[src/hw/rtl/akv_pkg.sv]
package akv_pkg;

    localparam int ENTRIES     = 16;
    localparam int KEY_BITS    = 32;
    localparam int VALUE_BITS  = 32;

    localparam int WORD_W      = 32;
    localparam int COUNT_OUT_W = 5;
    localparam int KEY_W       = (KEY_BITS < WORD_W) ? KEY_BITS : WORD_W;
    localparam int VAL_W       = (VALUE_BITS < WORD_W) ? VALUE_BITS : WORD_W;
    localparam int COUNT_W     = $clog2(ENTRIES + 1);

    typedef logic [KEY_W-1:0]   key_t;
    typedef logic [VAL_W-1:0]   val_t;
    typedef logic [COUNT_W-1:0] count_t;

    typedef enum logic [1:0] {
        OP_ADD    = 2'd0,
        OP_GET    = 2'd1,
        OP_REMOVE = 2'd2,
        OP_CLEAR  = 2'd3
    } akv_op_t;

    typedef enum logic {
        AKV_IDLE = 1'b0,
        AKV_EXEC = 1'b1
    } akv_state_t;

    typedef struct packed {
        logic look;
        key_t ckey;
        logic upd;
        logic app;
        logic rem;
        key_t wkey;
        val_t wval;
    } akv_cell_ctl_t;

endpackage

[src/hw/rtl/akv_cell.sv]
module akv_cell (
    input  logic                   clk,
    input  logic                   rst_n,
    input  akv_pkg::akv_cell_ctl_t ctl,
    input  logic                   valid,
    input  logic                   tail,
    input  logic                   shift_in,
    input  akv_pkg::key_t          nb_key,
    input  akv_pkg::val_t          nb_value,
    output akv_pkg::key_t          key,
    output akv_pkg::val_t          value,
    output logic                   hit,
    output logic                   shift_out
);
    import akv_pkg::*;

    key_t key_reg;
    key_t key_next;
    val_t value_reg;
    val_t value_next;
    logic hit_reg;
    logic hit_next;

    assign shift_out = shift_in | hit_reg;
    assign key       = key_reg;
    assign value     = value_reg;
    assign hit       = hit_reg;

    always_comb
    begin
        hit_next = hit_reg;
        if (ctl.look)
        begin
            hit_next = valid && (key_reg == ctl.ckey);
        end
    end

    always_comb
    begin
        key_next   = key_reg;
        value_next = value_reg;
        priority if (ctl.rem && shift_out)
        begin
            key_next   = nb_key;
            value_next = nb_value;
        end
        else if (ctl.upd && hit_reg)
        begin
            value_next = ctl.wval;
        end
        else if (ctl.app && tail)
        begin
            key_next   = ctl.wkey;
            value_next = ctl.wval;
        end
    end

    always_ff @(posedge clk or negedge rst_n)
    begin
        if (!rst_n)
        begin
            hit_reg <= 1'b0;
        end
        else
        begin
            hit_reg <= hit_next;
        end
    end

    always_ff @(posedge clk)
    begin
        key_reg   <= key_next;
        value_reg <= value_next;
    end

endmodule

[src/hw/rtl/associative_key_value_table_core.sv]
// channel | valid     | stall     | fields
// request | req_valid | req_stall | op, key, value
// result  | rsp_valid | rsp_stall | ok, value_out, entry_count
//
// For each operation, the accept edge compares the key in every cell, and then
// the execute edge updates the cell row and loads the result register.
// Execute waits while a held result is stalled; no new request is taken meanwhile.
// Reset clears the entry count; cell contents are never read until written.
module associative_key_value_table_core (
    input  logic                              clk,
    input  logic                              rst_n,
    input  logic                              req_valid,
    output logic                              req_stall,
    input  logic [1:0]                        op,
    input  logic [akv_pkg::WORD_W-1:0]        key,
    input  logic [akv_pkg::WORD_W-1:0]        value,
    output logic                              rsp_valid,
    input  logic                              rsp_stall,
    output logic                              ok,
    output logic [akv_pkg::WORD_W-1:0]        value_out,
    output logic [akv_pkg::COUNT_OUT_W-1:0]   entry_count
);
    import akv_pkg::*;

    akv_state_t    state_reg;
    akv_state_t    state_next;
    logic          accept;
    logic          exec_go;

    akv_op_t       op_reg;
    key_t          wkey_reg;
    val_t          wval_reg;
    count_t        count_reg;
    count_t        count_next;

    logic          rsp_valid_reg;
    logic          rsp_valid_next;
    logic          ok_reg;
    logic          ok_next;
    logic [WORD_W-1:0]      value_out_reg;
    logic [WORD_W-1:0]      value_out_next;
    logic [COUNT_OUT_W-1:0] entry_count_reg;

    akv_cell_ctl_t ctl;
    logic [ENTRIES-1:0] hits;
    logic [ENTRIES-1:0] cell_valid;
    logic [ENTRIES-1:0] cell_tail;
    logic [ENTRIES:0]   shift_chain;
    key_t               cell_key [ENTRIES];
    val_t               cell_value [ENTRIES];
    logic               any_hit;
    logic               full;
    val_t               sel_value;

    always_comb
    begin
        state_next = state_reg;
        unique case (state_reg)
            AKV_IDLE:
            begin
                if (req_valid)
                begin
                    state_next = AKV_EXEC;
                end
            end
            AKV_EXEC:
            begin
                if (exec_go)
                begin
                    state_next = AKV_IDLE;
                end
            end
            default:
            begin
                state_next = AKV_IDLE;
            end
        endcase
    end

    always_comb
    begin
        req_stall = 1'b1;
        exec_go   = 1'b0;
        unique case (state_reg)
            AKV_IDLE:
            begin
                req_stall = 1'b0;
            end
            AKV_EXEC:
            begin
                exec_go = !rsp_valid_reg || !rsp_stall;
            end
            default:
            begin
                req_stall = 1'b1;
            end
        endcase
    end

    assign accept = req_valid && !req_stall;
    assign any_hit = |hits;
    assign full    = (count_reg == COUNT_W'(ENTRIES));

    always_comb
    begin
        sel_value = '0;
        for (int i = 0; i < ENTRIES; i++)
        begin
            sel_value = sel_value | (cell_value[i] & {VAL_W{hits[i]}});
        end
    end

    always_comb
    begin
        ctl.look = accept;
        ctl.ckey = KEY_W'(key);
        ctl.upd  = exec_go && (op_reg == OP_ADD) && !full && any_hit;
        ctl.app  = exec_go && (op_reg == OP_ADD) && !full && !any_hit;
        ctl.rem  = exec_go && (op_reg == OP_REMOVE) && any_hit;
        ctl.wkey = wkey_reg;
        ctl.wval = wval_reg;
    end

    assign shift_chain[0] = 1'b0;

    for (genvar g = 0; g < ENTRIES; g++)
    begin : g_cell
        key_t nb_key;
        val_t nb_value;

        assign cell_valid[g] = (COUNT_W'(g) < count_reg);
        assign cell_tail[g]  = (COUNT_W'(g) == count_reg);

        if (g == ENTRIES - 1)
        begin : g_last
            assign nb_key   = cell_key[g];
            assign nb_value = cell_value[g];
        end
        else
        begin : g_mid
            assign nb_key   = cell_key[g+1];
            assign nb_value = cell_value[g+1];
        end

        akv_cell u_cell (
            .clk       (clk),
            .rst_n     (rst_n),
            .ctl       (ctl),
            .valid     (cell_valid[g]),
            .tail      (cell_tail[g]),
            .shift_in  (shift_chain[g]),
            .nb_key    (nb_key),
            .nb_value  (nb_value),
            .key       (cell_key[g]),
            .value     (cell_value[g]),
            .hit       (hits[g]),
            .shift_out (shift_chain[g+1])
        );
    end

    always_comb
    begin
        count_next     = count_reg;
        ok_next        = 1'b0;
        value_out_next = '0;
        unique case (op_reg)
            OP_ADD:
            begin
                ok_next = !full;
                if (!full && !any_hit)
                begin
                    count_next = count_reg + COUNT_W'(1);
                end
            end
            OP_GET:
            begin
                ok_next = any_hit;
                if (any_hit)
                begin
                    value_out_next = WORD_W'(sel_value);
                end
            end
            OP_REMOVE:
            begin
                ok_next = any_hit;
                if (any_hit)
                begin
                    count_next = count_reg - COUNT_W'(1);
                end
            end
            OP_CLEAR:
            begin
                ok_next    = 1'b1;
                count_next = '0;
            end
            default:
            begin
                ok_next = 1'b0;
            end
        endcase
    end

    assign rsp_valid_next = exec_go || (rsp_valid_reg && rsp_stall);

    always_ff @(posedge clk or negedge rst_n)
    begin
        if (!rst_n)
        begin
            state_reg     <= AKV_IDLE;
            count_reg     <= '0;
            rsp_valid_reg <= 1'b0;
        end
        else
        begin
            state_reg     <= state_next;
            rsp_valid_reg <= rsp_valid_next;
            if (exec_go)
            begin
                count_reg <= count_next;
            end
        end
    end

    // hold the request for the execute cycle
    always_ff @(posedge clk)
    begin
        if (accept)
        begin
            op_reg   <= akv_op_t'(op);
            wkey_reg <= KEY_W'(key);
            wval_reg <= VAL_W'(value);
        end
        if (exec_go)
        begin
            ok_reg          <= ok_next;
            value_out_reg   <= value_out_next;
            entry_count_reg <= COUNT_OUT_W'(count_next);
        end
    end

    assign rsp_valid   = rsp_valid_reg;
    assign ok          = ok_reg;
    assign value_out   = value_out_reg;
    assign entry_count = entry_count_reg;

endmodule

[config.mk]
export PLATFORM = sky130hd
export DESIGN_NAME = associative_key_value_table_core
export DESIGN_NICKNAME = d
export VERILOG_FILES = /design/src/hw/rtl/akv_pkg.sv /design/src/hw/rtl/akv_cell.sv /design/src/hw/rtl/associative_key_value_table_core.sv
export SDC_FILE = /design/constraint.sdc
export NUM_CORES = 2
export LEC_CHECK = 0
export BUFFER_PORTS_ARGS = -buffer_cell sky130_fd_sc_hd__buf_2
export CAP_MARGIN = 20
export CELL_PAD_IN_SITES_DETAIL_PLACEMENT = 2
export CELL_PAD_IN_SITES_GLOBAL_PLACEMENT = 2
export CORE_AREA = 2 2 350 352
export DETAILED_ROUTE_END_ITERATION = 10
export DIE_AREA = 0 0 352 354
export GPL_TIMING_DRIVEN = 0
export PLACE_DENSITY_LB_ADDON = 0.25
export SLEW_MARGIN = 20
export SYNTH_ARGS = -nofsm -noshare
export SYNTH_HDL_FRONTEND = slang
export SYNTH_SLANG_ARGS = --single-unit
[constraint.sdc]
create_clock -name clk -period 6.6 [get_ports clk]
set_clock_uncertainty 0.1 [all_clocks]
set_input_delay 0.99 -clock clk [delete_from_list [all_inputs] [get_ports clk]]
set_output_delay 0.99 -clock clk [all_outputs]
set_load 0.05 [all_outputs]
==> results.md <==
* Post-CTS setup buffer count at 0
* Hold buffers post-CTS at 0
* Antenna Violating Nets Remaining at 0
* Hold slack at 0.0941 ns
* Reg2Reg Launch Point: count_reg[1]$_DFFE_PN0P_
* Die height at 354 µm
* Vias in the first global route at ~42,000
* Layout Area Growth over Synthesis at 14.8%
* Complex-gate fraction of the synthesized area at 5.62%
* Die Wd at ~350 µm
* Worst-Skew Late Latency at 0.83 ns
* Post-Syn Instances at about 3,800
* Max-slew violations at 0
* Detail Placement HPWL at between 150,000 and 200,000 µm
* # IOs at 110
* Vias/cell at between 7 and 8
* Register area share after synthesis at between 60% and 70%
* Placed cell count at ~5,600
* GRT overflow at 0
* Worst R2R Setup Slack at 0.91 ns
* XOR/XNOR share of the synthesized area at 7.95%
* Pwr dens at 299 mW/mm²
* Fmax at 176 MHz
* Clock period minus final worst setup slack at about 5.7 ns
* Crit path kind: reg2reg
* Total track usage at 43.9%
* Vias at slightly above 40,000
* Fin. Hold Viols at 0
* Largest family of logic cells by synthesized area: multiplexers
* Port-buffer cells at between 100 and 150
* Fillers at 11,000
* Total leakage power at approximately 21 nW
* Status: finished clean
* DRC violations left at 0
* Hold Crit Class: in2async
* Unrepaired setup endpoints after global routing: no
* Crit end category: flop
* # clock sinks at about 1,200
* Adder-Cell Fraction of Synth Area at less than 1%
* Max Cap Violations at 0
* Slew @ Worst Pin at approximately 1.3 ns
* Dominant synthesized flop cell: edfxtp_1
* Critical Path Fanout Max at 10
* Ratio of final minimum period to clock period at between 80% and 90%
* Critical R2R Capture: g_cell[13].u_cell.value[25]$_DFFE_PP_
* CTS root buf: clkbuf_16
* Type of origin of the critical path: flop
* First-pass iteration count of the detailed router at 6
* Clk slew on worst S/H paths at approximately 0.060 ns
* Flops & latches, synth at approximately 1,200
* Synth async-reset ratio at between 1.5 and 2%
* Netlist cell types at between 60 and 70
* Most common cell after layout, fill and taps aside: edfxtp_1
* Gp weighted congestion at between 1 and 1.5
* Synth warn at 0
* Register Area at roughly 0.034 mm²
* Core footprint at 0.121 mm²
* Fin cells at between 5,000 and 6,000
* Tot Pwr at about 19 mW
* DR iter-0 viols at approximately 6,700
* H-Tree Depth at 4
* WP data required at about 7.0 ns
* Most frequent cells in the layout: edfxtp_1, mux2_2, xnor2_1, nand2_1, xor2_1
* Worst Reg-to-Reg Cells at 12
* Setup TNS at 0 ns
* Number of CTS-inserted buffers at 137
* Die area at 0.125 mm²
* Mapped cell area at between 0.05 and 0.06 mm²
* CTS tree: yes
* Syn nets at 3,882
* Avg Inst Size Synth at between 10 and 15 µm²
* Fin util at about 54%
* Initial antenna violation count at 17
* Crit path DAT at just over 6 ns
* Total wire length at between 200,000 and 300,000 µm
* Largest net degree at the start of global routing at between 40 and 50
* Slew HR at 11.5%
* Final setup violation count at 0
* Drt wl/cell at roughly 47 µm
* Share of layout cells above drive strength 1 at 32.9%
* # rows at 128
* First-pass GRT wire length at ~370,000 µm
* Peak supply drop at slightly above 0.3 mV
* Post-synth EDFFs at 1,128
* Simple logic cell fraction of the synthesized area at 4.37%
* Multi-input gate area at between 0.02 and 0.025 mm²
* Clock buffer depth at 3
* Initial Util at between 40% and 50%
* CTS resizes at 0
* Net count reported at finish at approximately 4,200
* Mux cell area share after synthesis at between 10% and 20%
==> through the flow <==
step           cell area, µm²  worst slack (ns)
2_1_floorplan           56400             0.715
3_3_place_gp            59000             -5.47
3_5_place_dp            60500              1.06
4_1_cts                 64700             0.815
5_1_grt                 64800             0.906
6_report                64800             0.907
==> area by class of cell <==
type                    count  share of cell area, %
diodes                      5                 0.0193
multi-input cells        2316                   32.2
flip-flops and latches   1151                   53.2
plain buffers             323                   2.33
inverters                  12                 0.0772
well taps                1625                   3.14
clock inverters            65                  0.705
clock buffers             176                   5.79
repair buffers            170                   2.62
==> report_power, final <==
| part | switching (mW) | total, mW | internal [mW] |
|---|---|---|---|
| clock network | 3.32 | 7.52 | 4.20 |
| registers | 0.295 | 8.90 | 8.60 |
| logic | 1.95 | 2.97 | 1.02 |
==> Yosys cell counts, drive strengths merged (41+ instances only) <==
cell       n  share of area [%]
clkbuf   210                1.4
edfxtp  1128                 60
nand4     81               0.90
xnor2    281                4.4
mux2     896                 18
a221oi    97                1.5
a31oi     41               0.45
a22oi     69               0.92
nor4      69               0.80
nand2    239                1.6
buf      113                1.2
a22o      98                1.5
xor2     231                3.6
==> per-layer routing <==
layer | GRT usage (%) | vias to the layer above | part of all wire (%)
met5 | 0 | - | 0.031
met4 | 37.7 | 14 | 11
met3 | 12.1 | 1192 | 11
met2 | 67.2 | 3368 | 44
met1 | 51.3 | 21200 | 34
li1 | - | 15200 | -
==> worst max path at each step <==
stage | start | endpoint
3_3_place_gp | rsp_stall | g_cell[9].u_cell.value[15]$_DFFE_PP_
5_1_grt | count_reg[1]$_DFFE_PN0P_ | g_cell[13].u_cell.value[28]$_DFFE_PP_
2_1_floorplan | rsp_stall | g_cell[5].u_cell.value[0]$_DFFE_PP_
3_5_place_dp | count_reg[1]$_DFFE_PN0P_ | g_cell[0].u_cell.value[16]$_DFFE_PP_
4_1_cts | count_reg[1]$_DFFE_PN0P_ | g_cell[0].u_cell.value[14]$_DFFE_PP_
6_report | count_reg[1]$_DFFE_PN0P_ | g_cell[13].u_cell.value[25]$_DFFE_PP_
==> critical path: stages (launching register included) <==
cell and delay, ns:
dfrtp_1 0.47, clkbuf_1 0.55, inv_1 0.34, ha_1 0.29, clkbuf_1 0.33, nand4bb_1 0.42, nand3_1 0.48, nor4_2 0.95
nand2_1 0.26, o211ai_1 0.47, buf_4 0.30, buf_4 0.22, buf_4 0.21
==> kinds of logic after synthesis <==
group / Yosys count
compound gates: 399
simple gates: 498
flops: 1151
mux: 897
buf+inv: 335
xor+xnor: 512
fa+ha+maj: 10
(Power assumes the default switching activity.)
